### src/hw/rtl/adc_averaging_sequencer_core_macros.svh
// Assertion macros shared by the averaging sequencer RTL.
`ifndef ADC_AVERAGING_SEQUENCER_CORE_MACROS_SVH
`define ADC_AVERAGING_SEQUENCER_CORE_MACROS_SVH

`ifndef NO_ASSERTIONS
`define AVS_ASSERT_IMP(lbl, ck, rs, ante, cons) \
  lbl: assert property (@(posedge ck) disable iff (rs) (ante) |-> (cons)) \
    else $error("same-cycle check failed");
`define AVS_ASSERT_NXT(lbl, ck, rs, ante, cons) \
  lbl: assert property (@(posedge ck) disable iff (rs) (ante) |=> (cons)) \
    else $error("next-cycle check failed");
`else
`define AVS_ASSERT_IMP(lbl, ck, rs, ante, cons)
`define AVS_ASSERT_NXT(lbl, ck, rs, ante, cons)
`endif

`endif

### src/hw/rtl/adcav_pkg.sv
// Types, constants and helper functions of the averaging sequencer.
package adcav_pkg;

  localparam int CHANNELS_DEF    = 4;
  localparam int SAMPLE_BITS_DEF = 10;

  localparam int SAMPLE_W = 10;
  localparam int SUM_W    = 24;
  localparam int CNT_W    = 8;
  localparam int ADDR_W   = 5;
  localparam int DATA_W   = 32;

  localparam logic       CMD_READ      = 1'b0;
  localparam logic       KIND_CONV     = 1'b0;
  localparam logic       KIND_READING  = 1'b1;
  localparam logic [1:0] PM_OFF        = 2'd1;
  localparam logic [1:0] PM_AUTO       = 2'd2;
  localparam logic [1:0] PWR_NONE      = 2'd0;
  localparam logic [1:0] PWR_UP        = 2'd1;
  localparam logic [1:0] PWR_DOWN      = 2'd2;
  localparam logic [3:0] RES_MAX       = 4'd10;
  localparam logic [15:0] TIMEOUT_VALUE = 16'hffff;
  localparam logic [15:0] RES_TABLE_RST = 16'haaaa;

  typedef enum logic [2:0] {
    REG_CHANNEL    = 3'd0,
    REG_POWER_MODE = 3'd1,
    REG_RES_TABLE  = 3'd2,
    REG_AVG0       = 3'd3
  } reg_idx_t;

  typedef struct packed {
    logic [1:0]  channel;
    logic [1:0]  power_mode;
    logic [15:0] res_table;
  } cfg_t;

  typedef struct packed {
    logic        kind;
    logic [1:0]  channel;
    logic [3:0]  resolution;
    logic [1:0]  power;
    logic [15:0] reading;
    logic        status;
  } res_t;

  // Resolution nibble of a channel; zero or anything above ten acts as ten.
  function automatic logic [3:0] res_of(input logic [15:0] tbl, input logic [1:0] ch);
    logic [3:0] r;
    r = tbl[{ch, 2'b00} +: 4];
    if (r == 4'd0 || r > RES_MAX) r = RES_MAX;
    return r;
  endfunction

endpackage

### src/hw/rtl/adcav_cfg.sv
// APB register file holding channel, power mode, resolutions and averaging counts.
module adcav_cfg #(
  parameter int CHANNELS = adcav_pkg::CHANNELS_DEF
) (
  input  logic                       clk,
  input  logic                       rst,
  input  logic                       psel,
  input  logic                       penable,
  input  logic                       pwrite,
  input  logic [adcav_pkg::ADDR_W-1:0] paddr,
  input  logic [adcav_pkg::DATA_W-1:0] pwdata,
  output logic [adcav_pkg::DATA_W-1:0] prdata,
  output logic                       pready,
  output adcav_pkg::cfg_t            cfg,
  output logic [adcav_pkg::CNT_W-1:0] avg_count [CHANNELS]
);
  import adcav_pkg::*;

  logic     wr_en;
  reg_idx_t idx;

  assign pready = 1'b1;
  assign wr_en  = psel && penable && pwrite && pready;
  assign idx    = reg_idx_t'(paddr[ADDR_W-1:2]);

  always_ff @(posedge clk) begin
    if (rst) begin
      cfg.channel    <= 2'd0;
      cfg.power_mode <= PM_AUTO;
      cfg.res_table  <= RES_TABLE_RST;
      for (int c = 0; c < CHANNELS; c++) avg_count[c] <= '0;
    end else if (wr_en) begin
      if (idx == REG_CHANNEL)    cfg.channel    <= pwdata[1:0];
      if (idx == REG_POWER_MODE) cfg.power_mode <= pwdata[1:0];
      if (idx == REG_RES_TABLE)  cfg.res_table  <= pwdata[15:0];
      for (int c = 0; c < CHANNELS; c++) begin
        if (idx == reg_idx_t'(3'(int'(REG_AVG0) + c))) avg_count[c] <= pwdata[CNT_W-1:0];
      end
    end
  end

  always_comb begin
    prdata = '0;
    if (idx == REG_CHANNEL)    prdata = DATA_W'(cfg.channel);
    if (idx == REG_POWER_MODE) prdata = DATA_W'(cfg.power_mode);
    if (idx == REG_RES_TABLE)  prdata = DATA_W'(cfg.res_table);
    for (int c = 0; c < CHANNELS; c++) begin
      if (idx == reg_idx_t'(3'(int'(REG_AVG0) + c))) prdata = DATA_W'(avg_count[c]);
    end
  end

endmodule

### src/hw/rtl/adcav_div.sv
// Restoring divider: one quotient bit per cycle through a single subtract/compare.
module adcav_div (
  input  logic                        clk,
  input  logic                        rst,
  input  logic                        start,
  input  logic [adcav_pkg::SUM_W-1:0] dividend,
  input  logic [adcav_pkg::CNT_W-1:0] divisor,
  output logic                        done,
  output logic [adcav_pkg::SUM_W-1:0] quotient
);
  import adcav_pkg::*;

  localparam int CntW = $clog2(SUM_W);
  localparam logic [CntW-1:0] LastStep = CntW'(SUM_W - 1);

  logic             busy;
  logic [CntW-1:0]  cnt;
  logic [CNT_W-1:0] rem;
  logic [CNT_W-1:0] dvs;
  logic [CNT_W:0]   trial;
  logic [CNT_W:0]   diff;
  logic             ge;

  assign trial = {rem, quotient[SUM_W-1]};
  assign ge    = trial >= {1'b0, dvs};
  assign diff  = trial - {1'b0, dvs};

  always_ff @(posedge clk) begin
    if (rst) begin
      busy <= 1'b0;
      done <= 1'b0;
      cnt  <= '0;
    end else begin
      done <= busy && (cnt == LastStep);
      if (start && !busy) begin
        busy <= 1'b1;
        cnt  <= '0;
      end else if (busy) begin
        cnt <= cnt + 1'b1;
        if (cnt == LastStep) busy <= 1'b0;
      end
    end
  end

  always_ff @(posedge clk) begin
    if (start && !busy) begin
      quotient <= dividend;
      rem      <= '0;
      dvs      <= divisor;
    end else if (busy) begin
      // The remainder stays below the divisor, so it always fits the divisor width.
      rem      <= ge ? diff[CNT_W-1:0] : trial[CNT_W-1:0];
      quotient <= {quotient[SUM_W-2:0], ge};
    end
  end

`include "adc_averaging_sequencer_core_macros.svh"
  `AVS_ASSERT_NXT(a_div_start, clk, rst, start, busy)
  `AVS_ASSERT_IMP(a_div_cnt, clk, rst, busy, cnt <= LastStep)
  `AVS_ASSERT_IMP(a_div_done, clk, rst, done, !busy)

endmodule

### src/hw/rtl/adc_averaging_sequencer_core.sv
// Averaging conversion sequencer: request handling, sample accumulation, result output.
//
// Input stream (s_*): tuser 0 is a read request, tuser 1 a finished conversion
// carrying its sample and a timeout flag in tdata. Output stream (m_*): tuser 0
// is a start-conversion command, tuser 1 the final reading.
// Each accepted transaction is latched, then evaluated; a request, an
// intermediate sample or a converter-off answer then moves into the output
// register. The sample that completes an average first runs the 24-step
// restoring divider, one quotient bit a cycle, before its reading moves there.
// s_tready is high only while the sequencer sits idle, so items are taken one
// at a time.
// One output register separates the sides: a finished result waits there
// while the next transaction is accepted; if it is still not taken when the
// next result is ready, the sequencer holds that result until it is.
// Reset (synchronous, active high) returns the block to idle with no request
// in progress, no pending result, and the registers at their reset values.
// APB writes apply at once; a running sequence keeps its channel, resolution and count.
module adc_averaging_sequencer_core #(
  parameter int CHANNELS    = adcav_pkg::CHANNELS_DEF,
  parameter int SAMPLE_BITS = adcav_pkg::SAMPLE_BITS_DEF
) (
  input  logic                         clk,
  input  logic                         rst,
  // APB configuration port
  input  logic                         psel,
  input  logic                         penable,
  input  logic                         pwrite,
  input  logic [adcav_pkg::ADDR_W-1:0] paddr,
  input  logic [adcav_pkg::DATA_W-1:0] pwdata,
  output logic [adcav_pkg::DATA_W-1:0] prdata,
  output logic                         pready,
  // Input stream
  input  logic                         s_tvalid,
  output logic                         s_tready,
  input  logic [15:0]                  s_tdata,  // sample[9:0], timed_out[10], zero[15:11]
  input  logic                         s_tuser,  // cmd[0]
  // Output stream
  output logic                         m_tvalid,
  input  logic                         m_tready,
  // conv_channel[1:0], conv_resolution[5:2], power_request[7:6], reading[23:8],
  // status[24], zero[31:25]
  output logic [31:0]                  m_tdata,
  output logic                         m_tuser   // kind[0]
);
  import adcav_pkg::*;

  localparam int MaskBits = (SAMPLE_BITS < SAMPLE_W) ? SAMPLE_BITS : SAMPLE_W;
  localparam logic [SAMPLE_W-1:0] SampleMask = SAMPLE_W'((1 << MaskBits) - 1);

  typedef enum logic [3:0] {
    ST_IDLE = 4'b0001,
    ST_PROC = 4'b0010,
    ST_DIV  = 4'b0100,
    ST_EMIT = 4'b1000
  } state_t;

  state_t state;

  cfg_t             cfg;
  logic [CNT_W-1:0] avg_count [CHANNELS];

  logic                in_cmd;
  logic [SAMPLE_W-1:0] in_sample;
  logic                in_timeout;

  logic             busy;
  logic [CNT_W-1:0] remaining;
  logic [CNT_W-1:0] divisor;
  logic [SUM_W-1:0] sum;
  logic [1:0]       act_ch;
  logic [3:0]       act_res;

  logic [1:0]       eff_ch;
  logic [CNT_W-1:0] sel_avg;
  logic [15:0]      add_val;
  logic [SUM_W-1:0] sum_add;
  logic [CNT_W-1:0] rem_dec;
  logic [CNT_W-1:0] div_by;
  logic             is_auto;

  res_t proc_res;
  logic proc_emit;
  logic proc_load;
  logic proc_step;
  logic proc_start;
  res_t res_hold;
  res_t out_res;
  res_t div_res;
  logic out_load;

  logic             div_done;
  logic [SUM_W-1:0] div_q;

  adcav_cfg #(.CHANNELS(CHANNELS)) u_cfg (
    .clk      (clk),
    .rst      (rst),
    .psel     (psel),
    .penable  (penable),
    .pwrite   (pwrite),
    .paddr    (paddr),
    .pwdata   (pwdata),
    .prdata   (prdata),
    .pready   (pready),
    .cfg      (cfg),
    .avg_count(avg_count)
  );

  adcav_div u_div (
    .clk     (clk),
    .rst     (rst),
    .start   (proc_start),
    .dividend(sum_add),
    .divisor (div_by),
    .done    (div_done),
    .quotient(div_q)
  );

  assign s_tready = (state == ST_IDLE);
  assign is_auto  = (cfg.power_mode >= PM_AUTO);
  assign eff_ch   = (3'(cfg.channel) < 3'(CHANNELS)) ? cfg.channel : 2'd0;
  assign div_by   = (divisor == '0) ? CNT_W'(1) : divisor;
  assign add_val  = in_timeout ? TIMEOUT_VALUE : 16'(in_sample & SampleMask);
  assign sum_add  = sum + SUM_W'(add_val);
  assign rem_dec  = remaining - CNT_W'(1);
  assign out_load = (state == ST_EMIT) && (!m_tvalid || m_tready);

  always_comb begin
    sel_avg = '0;
    for (int c = 0; c < CHANNELS; c++) begin
      if (eff_ch == 2'(c)) sel_avg = avg_count[c];
    end
  end

  // Final reading; a quotient beyond 16 bits saturates.
  always_comb begin
    div_res            = '0;
    div_res.kind       = KIND_READING;
    div_res.channel    = act_ch;
    div_res.resolution = act_res;
    div_res.power      = is_auto ? PWR_DOWN : PWR_NONE;
    div_res.reading    = (div_q[SUM_W-1:16] != '0) ? 16'hffff : div_q[15:0];
  end

  always_comb begin
    proc_res   = '0;
    proc_emit  = 1'b0;
    proc_load  = 1'b0;
    proc_step  = 1'b0;
    proc_start = 1'b0;
    if (state == ST_PROC) begin
      if (in_cmd == CMD_READ) begin
        // A request while a sequence runs is dropped.
        if (!busy) begin
          proc_emit          = 1'b1;
          proc_res.channel   = eff_ch;
          proc_res.resolution = res_of(cfg.res_table, eff_ch);
          if (cfg.power_mode == PM_OFF) begin
            proc_res.kind   = KIND_READING;
            proc_res.status = 1'b1;
          end else begin
            proc_load      = 1'b1;
            proc_res.kind  = KIND_CONV;
            proc_res.power = is_auto ? PWR_UP : PWR_NONE;
          end
        end
      end else if (busy) begin
        proc_step = 1'b1;
        if (rem_dec != '0) begin
          proc_emit           = 1'b1;
          proc_res.kind       = KIND_CONV;
          proc_res.channel    = act_ch;
          proc_res.resolution = act_res;
        end else begin
          proc_start = 1'b1;
        end
      end
    end
  end

  always_ff @(posedge clk) begin
    if (rst) begin
      state     <= ST_IDLE;
      busy      <= 1'b0;
      remaining <= '0;
      divisor   <= '0;
      sum       <= '0;
      act_ch    <= 2'd0;
      act_res   <= RES_MAX;
    end else begin
      unique case (state)
        ST_IDLE: begin
          if (s_tvalid) state <= ST_PROC;
        end
        ST_PROC: begin
          if (proc_load) begin
            act_ch    <= eff_ch;
            act_res   <= res_of(cfg.res_table, eff_ch);
            divisor   <= sel_avg;
            remaining <= (sel_avg == '0) ? CNT_W'(1) : sel_avg;
            sum       <= '0;
            busy      <= 1'b1;
          end
          if (proc_step) begin
            sum       <= sum_add;
            remaining <= rem_dec;
            if (rem_dec == '0) busy <= 1'b0;
          end
          if (proc_emit)       state <= ST_EMIT;
          else if (proc_start) state <= ST_DIV;
          else                 state <= ST_IDLE;
        end
        ST_DIV: begin
          if (div_done) state <= ST_EMIT;
        end
        ST_EMIT: begin
          if (out_load) state <= ST_IDLE;
        end
        default: state <= ST_IDLE;
      endcase
    end
  end

  always_ff @(posedge clk) begin
    if (state == ST_IDLE && s_tvalid) begin
      in_cmd     <= s_tuser;
      in_sample  <= s_tdata[SAMPLE_W-1:0];
      in_timeout <= s_tdata[SAMPLE_W];
    end
    if (proc_emit) res_hold <= proc_res;
    else if (state == ST_DIV && div_done) res_hold <= div_res;
    if (out_load) out_res <= res_hold;
  end

  always_ff @(posedge clk) begin
    if (rst) begin
      m_tvalid <= 1'b0;
    end else if (out_load) begin
      m_tvalid <= 1'b1;
    end else if (m_tready) begin
      m_tvalid <= 1'b0;
    end
  end

  assign m_tuser = out_res.kind;
  assign m_tdata = {7'd0, out_res.status, out_res.reading, out_res.power,
                    out_res.resolution, out_res.channel};

`include "adc_averaging_sequencer_core_macros.svh"
  `AVS_ASSERT_IMP(a_busy_remaining, clk, rst, busy, remaining != '0)
  `AVS_ASSERT_IMP(a_res_range, clk, rst, busy, act_res != 4'd0 && act_res <= RES_MAX)
  `AVS_ASSERT_NXT(a_div_to_emit, clk, rst, state == ST_DIV && div_done, state == ST_EMIT)
  `AVS_ASSERT_IMP(a_off_reading, clk, rst, out_load && res_hold.status, res_hold.reading == 16'd0 && res_hold.kind == KIND_READING)

endmodule

### config.mk
export PLATFORM = sky130hd
export DESIGN_NAME = adc_averaging_sequencer_core
export DESIGN_NICKNAME = d
export VERILOG_FILES = /design/src/hw/rtl/adcav_pkg.sv /design/src/hw/rtl/adcav_cfg.sv /design/src/hw/rtl/adcav_div.sv /design/src/hw/rtl/adc_averaging_sequencer_core.sv
export VERILOG_INCLUDE_DIRS = /design/src /design/src/hw/rtl
export SDC_FILE = /design/constraint.sdc
export NUM_CORES = 1
export LEC_CHECK = 0
export BUFFER_PORTS_ARGS = -buffer_cell sky130_fd_sc_hd__buf_2
export CAP_MARGIN = 20
export CORE_ASPECT_RATIO = 0.7
export CORE_MARGIN = 2
export CORE_UTILIZATION = 41
export DETAILED_ROUTE_END_ITERATION = 10
export GPL_ROUTABILITY_DRIVEN = 0
export PLACE_DENSITY = 0.63
export SLEW_MARGIN = 10
export SYNTH_ARGS = -nofsm -noshare
export SYNTH_HDL_FRONTEND = slang
export SYNTH_SLANG_ARGS = --single-unit
### constraint.sdc
create_clock -name clk -period 4.1 [get_ports clk]
set_input_delay 0.82 -clock clk [delete_from_list [all_inputs] [get_ports clk]]
set_output_delay 0.82 -clock clk [all_outputs]
set_load 0.05 [all_outputs]
# Word level (Yosys, flattened, before mapping)
# Index checks and enable logic that the tools add are counted.
dict set report op_classes {
  add_sub_neg 4
  order_cmp 3
  n_eq_ne 18
  shifts 1
  muxes 67
  reduce_logical 34
}
# operator n
set ops {}
lappend ops {{$mux W16} 7}
lappend ops {{$mux W24} 4}
lappend ops {{$mux W8} 8}
lappend ops {{$mux W26} 2}
lappend ops {{$mux W1} 30}
lappend ops {{$add A24 B16 Y24} 1}
lappend ops {{$logic_not A8 Y1} 3}
lappend ops {{$mux W4} 5}
lappend ops {{$mux W9} 2}
lappend ops {{$reduce_and A2 Y1} 9}
lappend ops {{$pmux W4 S4} 1}
lappend ops {{$reduce_bool A8 Y1} 2}
lappend ops {{$shiftx A16 B5 Y4} 1}
lappend ops {{$mux W6} 2}
lappend ops {{$eq A3 B3 Y1 const B} 3}
lappend ops {{$ge A9 B8 Y1} 1}
lappend ops {{$mux W2} 4}
lappend ops {{$reduce_bool A2 Y1} 4}
lappend ops {{$sub A8 B1 Y8 const B} 1}
lappend ops {{$sub A8 B8 Y8} 1}
lappend ops {{$logic_and A1 B1 Y1} 7}
lappend ops {{$mux W7} 1}
lappend ops {{$eq A3 B2 Y1 const B} 2}
lappend ops {{$add A5 B1 Y5 const B} 1}
lappend ops {{other kinds (20)} 25}
dict set report word_totals {
  ff_bits 215
  wordCells 163
}

# Longest topological paths before layout
# Gate-level depths: netlist of the first run.
dict set report depth {
  depth_word 9
  depth_mapped 12
}

# By module
# From an unflattened synthesis of the first run, not the netlist that was laid out.
dict set report hier_totals {
  cells_unflattened 1029
  area_unflattened_um2 10821.6
}
# module n_inst cells_each area_per_inst_um2 seq_area_each_um2
set modules_own_cells {}
lappend modules_own_cells {adc_averaging_sequencer_core 1 560 5789.3 2802.7}
lappend modules_own_cells {adcav_cfg 1 278 2696.3 1041.0}
lappend modules_own_cells {adcav_div 1 191 2336.0 1261.2}

# Least setup slack after synthesis of the first run
# No wires, ideal clock.
dict set report synth_path {
  path_kind {input to output}
  start {input paddr[2] (netlist bit)}
  end {output prdata[6] (netlist bit)}
  arrival_time_ps 2841
  path_slack_ps 439
  path_stages 4
  cell_sequence {clkbuf_1 > buf_1 > mux2i_1 > o21ai_0}
}
dict set report synth_via {
  elab_chain_cells 6
  word_cells_on_any_way 10
  cone_classes {eq/ne (5); mux (5)}
}
# element line
set synth_lines {}
lappend synth_lines {{from (decl)} adc_averaging_sequencer_core.sv:28} ;# input logic [adcav_pkg::ADDR_W-1:0] paddr,
lappend synth_lines {{$eq A3 B2 Y1} adcav_cfg.sv:46} ;# if (idx == REG_RES_TABLE) prdata = DATA_W'(cfg.res_table);
lappend synth_lines {{$mux W16} adcav_cfg.sv:46}
lappend synth_lines {{$mux W16 (3 in a row)} adcav_cfg.sv:48} ;# if (idx == reg_idx_t'(3'(int'(REG_AVG0) + c))) prdata = DATA_W'(avg_count[c]);
lappend synth_lines {{$mux W16 *} adcav_cfg.sv:48}
lappend synth_lines {{to (decl)} adc_averaging_sequencer_core.sv:30} ;# output logic [adcav_pkg::DATA_W-1:0] prdata,
# Mark *: on every way between the ends. The rest lies on a longest branch, timed or not.

# Worst setup path after layout of the first run
dict set report layout_path {
  start {register in_timeout}
  end {register u_div.quotient[17] (netlist bit), data pin}
}
dict set report layout_via {
  elab_chain_cells 3
}
# element line
set layout_lines {}
lappend layout_lines {{from (decl)} adc_averaging_sequencer_core.sv:64} ;# logic in_timeout;
lappend layout_lines {{from (signal assigned)} adc_averaging_sequencer_core.sv:227} ;# in_timeout <= s_tdata[SAMPLE_W];
lappend layout_lines {{$mux W16} adc_averaging_sequencer_core.sv:122} ;# assign add_val = in_timeout ? TIMEOUT_VALUE : 16'(in_sample & SampleMask);
lappend layout_lines {{$add A24 B16 Y24} adc_averaging_sequencer_core.sv:123} ;# assign sum_add = sum + SUM_W'(add_val);
lappend layout_lines {{$mux W24} adcav_div.sv:46} ;# if (start && !busy) begin
lappend layout_lines {{to (signal assigned)} adcav_div.sv:47} ;# quotient <= dividend;
lappend layout_lines {{to (signal assigned)} adcav_div.sv:53} ;# quotient <= {quotient[SUM_W-2:0], ge};
lappend layout_lines {{to (decl)} adcav_div.sv:9} ;# output logic [adcav_pkg::SUM_W-1:0] quotient
# Every way passes these cells.
# A chain may end at the register's enable or synchronous reset.

==> metrics.txt, run 1 <==
# TYPE chip_impl_metric gauge
chip_impl_info{name="result_of_the_run",value="finished, final reports clean"} 1
chip_impl_metric{name="num_antenna_cells",unit=""} 0
chip_impl_metric{name="skew",unit="ns"} 0.0135
chip_impl_metric{name="synth.ff_latch_count",unit=""} 215
chip_impl_metric{name="report.final.slew_viol_count",unit=""} 0
chip_impl_metric{name="minimum_period_implied_by_the_final_worst_setup_slack",unit="ns"} 3.56
chip_impl_metric{name="worst_ep_required_time",unit="ns"} 4.36
chip_impl_metric{name="final_nets",unit=""} 1198
chip_impl_metric{name="fp.coreArea",unit="µm²"} 24800
chip_impl_metric{name="synth_simple_gate_area_share",unit=""} 0.171
chip_impl_metric{name="met2_wirelength",unit="µm"} 9260
chip_impl_metric{name="area_delta_synth_final",unit="%"} 12.8
chip_impl_metric{name="synthArstFlopShare",unit=""} 0
chip_impl_metric{name="timing.final.crit_share",unit=""} 0.869
chip_impl_metric{name="synth_cell_types",unit=""} 68
chip_impl_metric{name="whs_path_depth",unit=""} 0
chip_impl_metric{name="critical_path_peak_fanout",unit=""} 16
chip_impl_metric{name="fp-row-count",unit=""} 48
chip_impl_metric{name="die_width",unit="µm"} 195
chip_impl_metric{name="relSlewSlack",unit=""} 0.279
chip_impl_metric{name="actual_transition_at_the_worst_max_transition_pin",unit="ns"} 1.08
chip_impl_info{name="synth.cells.most_frequent",value="135 x sky130_fd_sc_hd__dfxtp_1, 117 x sky130_fd_sc_hd__nand2_1, 105 x sky130_fd_sc_hd__nor2_1, 80 x sky130_fd_sc_hd__edfxtp_1, 61 x sky130_fd_sc_hd__a21oi_1"} 1
chip_impl_metric{name="global_route.overflow_total",unit=""} 0
chip_impl_metric{name="max_freq",unit="MHz"} 281
chip_impl_metric{name="ys_seq_area_frac",unit=""} 0.489
chip_impl_info{name="timing.critical_path.to_type",value="register"} 1
chip_impl_metric{name="ant_nets",unit=""} 0
chip_impl_metric{name="grt_pass1_vias",unit=""} 6946
chip_impl_metric{name="initial_utilization",unit=""} 0.421
chip_impl_metric{name="synth.top_cell.area_share",unit=""} 0.259
chip_impl_info{name="synth-main-ff-cell",value="sky130_fd_sc_hd__dfxtp_1"} 1
chip_impl_metric{name="io_buffers",unit=""} 81
chip_impl_metric{name="arrival_worst_endpoint",unit="ns"} 3.82
chip_impl_metric{name="post_synth_fa_ha_maj_area_fraction",unit=""} 0.0362
chip_impl_metric{name="grt_usage",unit=""} 0.179
chip_impl_metric{name="synth.yosys.warnings",unit=""} 0
chip_impl_info{name="synth_most_common_cell",value="sky130_fd_sc_hd__dfxtp_1"} 1
chip_impl_metric{name="worst_ir_drop_on_vdd",unit="V"} 0.000237
chip_impl_metric{name="wl_final",unit="µm"} 24100
chip_impl_metric{name="mean_syn_cell_area",unit="µm²"} 9.97
chip_impl_metric{name="synth.cell_area",unit="µm²"} 10400
chip_impl_metric{name="netlist_instances",unit=""} 1047
chip_impl_metric{name="design_area",unit="µm²"} 11800
chip_impl_metric{name="placement.cell_area",unit="µm²"} 11100
chip_impl_info{name="hold_path.startpoint",value="res_hold[0]"} 1
chip_impl_info{name="root_buffer",value="sky130_fd_sc_hd__clkbuf_16"} 1
chip_impl_metric{name="mean_routed_wirelength_per_cell",unit="µm"} 16.6
chip_impl_metric{name="dp_hpwl",unit="µm"} 16800
chip_impl_metric{name="cts.reportedPaths.clkPinSlew",unit="ns"} 0.07
chip_impl_metric{name="post_layout_nonfiller_instances",unit=""} 1450
chip_impl_metric{name="tritoncts.num_buffers",unit=""} 23
chip_impl_metric{name="design.die.area",unit="µm²"} 26800
chip_impl_info{name="largest_family_of_logic_cells_by_synthesized_area",value="simple AND/OR/NAND/NOR gates"} 1
chip_impl_metric{name="p_per_area",unit="nW/µm²"} 413
chip_impl_metric{name="finalHoldViolCount",unit=""} 0
chip_impl_metric{name="fin_total_pwr",unit="W"} 0.00486
chip_impl_metric{name="detailroute.via_count",unit=""} 7721
chip_impl_info{name="launching_point_of_the_worst_reg2reg_path",value="in_timeout"} 1
chip_impl_info{name="kind_of_launch_point_of_the_worst_setup_path",value="register"} 1
chip_impl_metric{name="maxCapViolations",unit=""} 0
chip_impl_metric{name="post-route-drc-count",unit=""} 0
chip_impl_info{name="grt_setup_unrepaired",value="no"} 1
chip_impl_metric{name="synth-compound-area-share",unit=""} 0.129
chip_impl_info{name="path_class",value="reg2reg"} 1
chip_impl_metric{name="ctsResizeCount",unit=""} 0
chip_impl_metric{name="antenna_found_initial",unit=""} 0
chip_impl_metric{name="muxShareOfSynthArea",unit=""} 0.102
chip_impl_metric{name="synth-xor-area-share",unit=""} 0.0235
chip_impl_metric{name="m1WireLength",unit="µm"} 13100
chip_impl_metric{name="leakagePower",unit="nW"} 4.48
chip_impl_metric{name="cts_post_setup_buffers_inserted",unit=""} 0
chip_impl_metric{name="setup-violations-final",unit=""} 0
chip_impl_metric{name="grt_pass1_wl",unit="µm"} 38400
chip_impl_info{name="worst_hold_path.endpoint",value="m_tdata[24]"} 1
chip_impl_metric{name="totalNegativeSetupSlack",unit="ns"} 0
chip_impl_metric{name="clk_path_buf_depth",unit=""} 3
chip_impl_metric{name="h-tree-depth",unit=""} 1
chip_impl_metric{name="drt_iter0_drc",unit=""} 627
chip_impl_info{name="ys_top_cells_by_area",value="sky130_fd_sc_hd__dfxtp_1 26%, sky130_fd_sc_hd__edfxtp_1 23%, sky130_fd_sc_hd__mux2i_1 5.0%, sky130_fd_sc_hd__nand2_1 4.2%, sky130_fd_sc_hd__nor2_1 3.8%"} 1
chip_impl_metric{name="finish.utilization",unit=""} 0.475
chip_impl_info{name="top_layer_used",value="met4"} 1
chip_impl_metric{name="insertion_delay",unit="ns"} 0.51
chip_impl_metric{name="clkSinkCount",unit=""} 215
chip_impl_metric{name="place_inst",unit=""} 1408
chip_impl_metric{name="synth_enable_flop_cells",unit=""} 80
chip_impl_metric{name="layout-drive-gt1-share",unit=""} 0.168
chip_impl_metric{name="number_of_top_level_pins",unit=""} 129
chip_impl_metric{name="vias_per_cell",unit=""} 5.32
chip_impl_info{name="worstHoldPathType",value="reg2reg"} 1
chip_impl_metric{name="setup.reg_to_reg.worst_slack",unit="ns"} 0.54
chip_impl_metric{name="route.met3.wl",unit="µm"} 1390
chip_impl_metric{name="pre_repair_dr_iteration_count",unit=""} 5
chip_impl_info{name="tritoncts",value="yes"} 1
chip_impl_metric{name="r2r.worst_path.cells",unit=""} 9
chip_impl_info{name="synth_area_leader_cell",value="sky130_fd_sc_hd__dfxtp_1"} 1
chip_impl_metric{name="grt_start_max_net_pins",unit=""} 75
chip_impl_metric{name="cts-hold-fix-buffers",unit=""} 0
chip_impl_info{name="worstReg2RegEnd",value="u_div.quotient[17]"} 1
chip_impl_metric{name="vertical_die_dimension",unit="µm"} 138
## critical path, cell delays in order (launching register included)
cell	delay, ns
sky130_fd_sc_hd__edfxtp_1	0.65
sky130_fd_sc_hd__or2_2	0.40
sky130_fd_sc_hd__ha_1	0.39
sky130_fd_sc_hd__a21o_1	0.19
sky130_fd_sc_hd__a2111oi_0	0.42
sky130_fd_sc_hd__nor3_1	0.11
sky130_fd_sc_hd__a31o_2	0.29
sky130_fd_sc_hd__a21oi_1	0.45
sky130_fd_sc_hd__xnor2_1	0.13
sky130_fd_sc_hd__mux2_2	0.27
## worst max path at each step
| stage | start | cells past startpoint | slack (ns) | endpoint |
|---|---|---|---|---|
| after global placement | in_timeout | 9 | 0.67 | u_div.quotient[17] |
| after global routing | in_timeout | 9 | 0.37 | u_div.quotient[17] |
| final | in_timeout | 9 | 0.54 | u_div.quotient[17] |
| after CTS | in_timeout | 9 | 0.58 | u_div.quotient[17] |
| after detailed placement | in_timeout | 9 | 0.60 | u_div.quotient[17] |
| after floorplan | paddr[2] | 4 | 0.44 | prdata[6] |
## state kept, by name, indices dropped and copies added (netlist names), 2 cells and up
| signal | flops |
|---|---|
| u_cfg.avg_count | 32 |
| res_hold | 26 |
| m_tdata | 25 |
| sum | 24 |
| u_div.quotient | 24 |
| u_cfg.cfg | 20 |
| in_sample | 10 |
| divisor | 8 |
| remaining | 8 |
| u_div.dvs | 8 |
| u_div.rem | 8 |
| u_div.cnt | 5 |
| act_res | 4 |
| state | 4 |
| act_ch | 2 |
## cells in the final DEF (no fill, tap or decap), types with 8 or more instances in the layout
master,Yosys,layout
sky130_fd_sc_hd__xor2_1,11,11
sky130_fd_sc_hd__a31oi_1,10,10
sky130_fd_sc_hd__xnor2_1,17,17
sky130_fd_sc_hd__buf_2,4,81
sky130_fd_sc_hd__mux4_2,14,14
sky130_fd_sc_hd__nor3_1,19,18
sky130_fd_sc_hd__nand2b_1,9,9
sky130_fd_sc_hd__dfxtp_1,135,135
sky130_fd_sc_hd__conb_1,2,24
sky130_fd_sc_hd__inv_1,26,26
sky130_fd_sc_hd__nand2_1,117,117
sky130_fd_sc_hd__edfxtp_1,80,80
sky130_fd_sc_hd__mux2_2,20,20
sky130_fd_sc_hd__nand3b_1,13,13
sky130_fd_sc_hd__a22o_1,14,14
sky130_fd_sc_hd__clkbuf_16,0,23
sky130_fd_sc_hd__or2_2,11,11
sky130_fd_sc_hd__o2bb2ai_1,16,16
sky130_fd_sc_hd__mux2i_1,52,52
sky130_fd_sc_hd__a21o_1,11,11
sky130_fd_sc_hd__nor2_1,105,105
sky130_fd_sc_hd__nand4_1,8,8
sky130_fd_sc_hd__buf_4,25,18
sky130_fd_sc_hd__nand3_1,22,22
sky130_fd_sc_hd__nor2b_1,10,9
sky130_fd_sc_hd__and2_1,17,17
sky130_fd_sc_hd__a21oi_1,61,61
sky130_fd_sc_hd__ha_1,27,27
sky130_fd_sc_hd__o21ai_0,46,46
sky130_fd_sc_hd__and3_1,9,9
## area by class of cell
class / count / area, µm²
tap: 325 / 407
clock buffer: 27 / 591
sequential: 215 / 5100
clock inverter: 15 / 128
timing repair buffer: 99 / 541
fill: 2334 / 13000
multi-input combinational: 743 / 4910
inverter: 26 / 97.6
## metrics by stage
stage / setup WS, ns / hold WS (ns)
global placement: 0.669 / 0.405
floorplan: 0.439 / 0.400
global route: 0.368 / 0.432
detailed placement: 0.598 / 0.410
CTS: 0.582 / 0.418
finish: 0.538 / 0.418
## routing by layer
| layer | up-vias | global-route usage |
|---|---|---|
| li1 | 3832 | - |
| met1 | 3630 | 0.290 |
| met2 | 227 | 0.245 |
| met3 | 32 | 0.0289 |
| met4 | 0 | 0.0325 |
| met5 | - | 0 |
## power by group
part	internal (W)	switching, W
sequential	0.00227	0.0000452
clock	0.00116	0.000837
combinational	0.000167	0.000388
total	0.00359	0.00127
## kinds of logic (layout without fill, tap and decap cells)
| group | Yosys count | after routing |
|---|---|---|
| adder cells (fa/ha/maj) | 29 | 29 |
| other | 2 | 24 |
| buffers and inverters | 111 | 167 |
| multiplexers | 86 | 86 |
| AND/OR/NAND/NOR | 370 | 370 |
| flip-flops | 215 | 215 |
| XOR/XNOR | 28 | 28 |
| AO/OA/AOI/OAI | 206 | 206 |
(Power assumes the default switching activity.)
==> run 2, diff against run 1 <==
--- a/config.mk
+++ b/config.mk
@@ -14,5 +14,5 @@
 export DETAILED_ROUTE_END_ITERATION = 10
 export GPL_ROUTABILITY_DRIVEN = 0
-export PLACE_DENSITY = 0.63
+export PLACE_DENSITY = 0.65
 export SLEW_MARGIN = 10
 export SYNTH_ARGS = -nofsm -noshare
==> constraint.sdc (replaced) <==
create_clock -name clk -period 3.1 [get_ports clk]
set_input_delay 0.31 -clock clk [delete_from_list [all_inputs] [get_ports clk]]
set_output_delay 0.31 -clock clk [all_outputs]
set_load 0.05 [all_outputs]
==> run 2 against run 1 <==
Clock-buffer cell count increased by 3. Combinational power increased by 44%. Clock skew about the same. Final cell count increased by 2.3%. First-iteration DRC count decreased by 1.8%. Non-clock buffer count increased by 34. Maximum frequency increased by 19%. Register-to-register slack got worse by 0.42 ns. Sequential share of layout area decreased by 1.9 points. Critical path type unchanged.
==> metrics.txt, run 2 (synthesis results as in run 1) <==
# TYPE chip_impl_metric gauge
chip_impl_info{name="result_of_the_run",value="finished, final reports clean"} 1
chip_impl_info{name="kind_of_launch_point_of_the_worst_setup_path",value="register"} 1
chip_impl_metric{name="drt_iter0_drc",unit=""} 616
chip_impl_info{name="final_cell_mix",value="135 x sky130_fd_sc_hd__dfxtp_1, 117 x sky130_fd_sc_hd__nand2_1, 105 x sky130_fd_sc_hd__nor2_1, 82 x sky130_fd_sc_hd__buf_2, 80 x sky130_fd_sc_hd__edfxtp_1"} 1
chip_impl_info{name="largest-register",value="u_cfg.avg_count"} 1
chip_impl_metric{name="place_ws",unit="ns"} -0.0484
chip_impl_metric{name="fp-row-count",unit=""} 48
chip_impl_metric{name="tritoncts.num_buffers",unit=""} 23
chip_impl_info{name="timing.critical_path.to_type",value="register"} 1
chip_impl_metric{name="clk_path_buf_depth",unit=""} 3
chip_impl_metric{name="layout-drive-gt1-share",unit=""} 0.193
chip_impl_metric{name="mean_routed_wirelength_per_cell",unit="µm"} 16.7
chip_impl_info{name="root_buffer",value="sky130_fd_sc_hd__clkbuf_16"} 1
chip_impl_metric{name="globalRouteMet3Util",unit=""} 0.0257
chip_impl_metric{name="p_per_area",unit="nW/µm²"} 575
chip_impl_metric{name="grt_start_max_net_pins",unit=""} 79
chip_impl_metric{name="flip_flop_count_of_the_largest_register_after_layout",unit=""} 32
chip_impl_info{name="path_class",value="reg2reg"} 1
chip_impl_metric{name="vias_per_cell",unit=""} 5.37
chip_impl_metric{name="grt_pass1_vias",unit=""} 7362
chip_impl_metric{name="cell_internal_pwr",unit="W"} 0.00536
chip_impl_metric{name="pre_repair_dr_iteration_count",unit=""} 5
chip_impl_metric{name="cts.reportedPaths.clkPinSlew",unit="ns"} 0.07
chip_impl_metric{name="initial_utilization",unit=""} 0.421
chip_impl_metric{name="io_buffers",unit=""} 81
chip_impl_metric{name="n_fill_cell",unit=""} 2257
chip_impl_metric{name="vertical_die_dimension",unit="µm"} 138
chip_impl_metric{name="power.share.sequential",unit=""} 0.430
chip_impl_metric{name="grt_usage",unit=""} 0.183
chip_impl_metric{name="met2_demand_to_capacity_share_in_global_routing",unit=""} 0.263
chip_impl_metric{name="wl_final",unit="µm"} 24800
chip_impl_metric{name="maxCapViolations",unit=""} 0
chip_impl_metric{name="area_delta_synth_final",unit="%"} 18.1
chip_impl_metric{name="sequential_cell_area",unit="µm²"} 5100
chip_impl_metric{name="multi_input_area",unit="µm²"} 4960
chip_impl_metric{name="final_nets",unit=""} 1232
chip_impl_info{name="top_usage_layer",value="met1"} 1
chip_impl_metric{name="detailroute.via_count",unit=""} 7969
chip_impl_metric{name="max_freq",unit="MHz"} 335
chip_impl_metric{name="ant_nets",unit=""} 0
chip_impl_metric{name="antenna_found_initial",unit=""} 0
chip_impl_metric{name="number_of_top_level_pins",unit=""} 129
chip_impl_info{name="cp_cell_sequence",value="buf_2, or2_2, ha_1, a21oi_1, o21ai_0, a221oi_2, a31o_2, nand2b_1, xor2_1, a21oi_1"} 1
chip_impl_metric{name="finalHoldViolCount",unit=""} 0
chip_impl_metric{name="relSlewSlack",unit=""} 0.307
chip_impl_metric{name="setup-violations-final",unit=""} 0
chip_impl_metric{name="skew",unit="ns"} 0.0130
chip_impl_metric{name="power.net_switching",unit="W"} 0.00173
chip_impl_metric{name="pwr-share-comb",unit=""} 0.112
chip_impl_metric{name="clkPwrFrac",unit=""} 0.458
chip_impl_info{name="tritoncts",value="yes"} 1
chip_impl_metric{name="timing.final.crit_share",unit=""} 0.963
chip_impl_metric{name="layout_setup_ws",unit="ns"} 0.115
chip_impl_metric{name="met1_usage",unit=""} 0.289
chip_impl_info{name="critical_path_s_slowest_cell",value="sky130_fd_sc_hd__edfxtp_1"} 1
chip_impl_metric{name="h-tree-depth",unit=""} 1
chip_impl_metric{name="worst_ep_required_time",unit="ns"} 3.36
chip_impl_metric{name="actual_transition_at_the_worst_max_transition_pin",unit="ns"} 1.04
chip_impl_metric{name="design.die.area",unit="µm²"} 26800
chip_impl_metric{name="grt_pass1_wl",unit="µm"} 39700
chip_impl_metric{name="worst_ir_drop_on_vdd",unit="V"} 0.000400
chip_impl_metric{name="report.final.slew_viol_count",unit=""} 0
chip_impl_info{name="worst_path_most_repeated_cell",value="sky130_fd_sc_hd__a21oi_1"} 1
chip_impl_metric{name="die_width",unit="µm"} 195
chip_impl_metric{name="num_antenna_cells",unit=""} 0
chip_impl_info{name="final_common_cell",value="sky130_fd_sc_hd__dfxtp_1"} 1
chip_impl_metric{name="fp.coreArea",unit="µm²"} 24800
chip_impl_metric{name="fin_total_pwr",unit="W"} 0.00709
chip_impl_metric{name="leakagePower",unit="nW"} 4.74
chip_impl_info{name="worstHoldPathType",value="in2reg"} 1
chip_impl_metric{name="insertion_delay",unit="ns"} 0.51
chip_impl_metric{name="clkSinkCount",unit=""} 215
chip_impl_metric{name="post-route-drc-count",unit=""} 0
chip_impl_metric{name="timing.critical_path.slowest_cell_delay",unit="ns"} 0.39
chip_impl_metric{name="arrival_worst_endpoint",unit="ns"} 3.25
chip_impl_metric{name="switching_share",unit=""} 0.244
chip_impl_metric{name="minimum_period_implied_by_the_final_worst_setup_slack",unit="ns"} 2.99
chip_impl_metric{name="global_route.overflow_total",unit=""} 0
chip_impl_metric{name="dp_hpwl",unit="µm"} 17300
chip_impl_metric{name="critical_path_peak_fanout",unit=""} 8
[run 2: power groups by stage]
stage / Combinational (W) / Sequential (W) / Clock, W
floorplan: 0.000516 / 0.00315 / 0
global placement: 0.000745 / 0.00311 / 0
detailed placement: 0.000754 / 0.00311 / 0
CTS: 0.000769 / 0.00305 / 0.00330
global route: 0.000865 / 0.00305 / 0.00341
finish: 0.000797 / 0.00305 / 0.00324
[run 2: timing repair]
item / in CTS / in global routing
hold endpoints to repair: 12 / 0
pin swaps: 0 / 1
hold buffers: 12 / 0
gates resized for setup: 1 / 12
setup buffers: 0 / 2
endpoints found under the setup margin: 6 / 23
[run 2: per-layer routing]
layer	vias to the layer above	wire (µm)
met3	35	1480
met1	3793	12900
li1	3904	-
met4	0	388
met2	237	10000
met5	-	0
[run 2: final timing paths]
check,start,end,slack [ns],cells after the start
max,in_timeout,u_div.quotient[22],0.11,10
min,pwdata[11],u_cfg.cfg[11],0.02,3
max reg2reg,in_timeout,u_div.quotient[22],0.11,10
min reg2reg,res_hold[18],m_tdata[7],0.42,0
[run 2: final cells by class]
class	count	share of cell area
sequential	215	0.414
inverter	26	0.00792
clock inverter	12	0.0196
tap	325	0.0330
timing repair buffer	133	0.0688
clock buffer	30	0.0539
multi-input combinational	743	0.403
[run 2: critical path, delay by kind of cell (launching register included)]
kind                       cells  cell delay (ns)
AOI/OAI and AO/OA              5             1.18
adders and majority gates      1             0.29
DFF                            1             0.39
and+or+nand+nor                2             0.48
buffers and inverters          1             0.18
xor gates and xnor gates       1             0.23
[run 2: metrics by stage]
stage | utilization | instances | area, µm² | setup TNS [ns] | hold slack, ns
6_report | 0.497 | 1484 | 12300 | 0 | 0.0201
5_1_grt | 0.497 | 1484 | 12300 | -0.150 | 0.0375
4_1_cts | 0.494 | 1482 | 12300 | 0 | 0.00818
3_5_place_dp | 0.453 | 1428 | 11200 | -0.130 | 0.405
3_3_place_gp | 0.453 | 1428 | 11200 | -0.0408 | 0.406
2_1_floorplan | - | 1069 | 10500 | 0 | 0.400
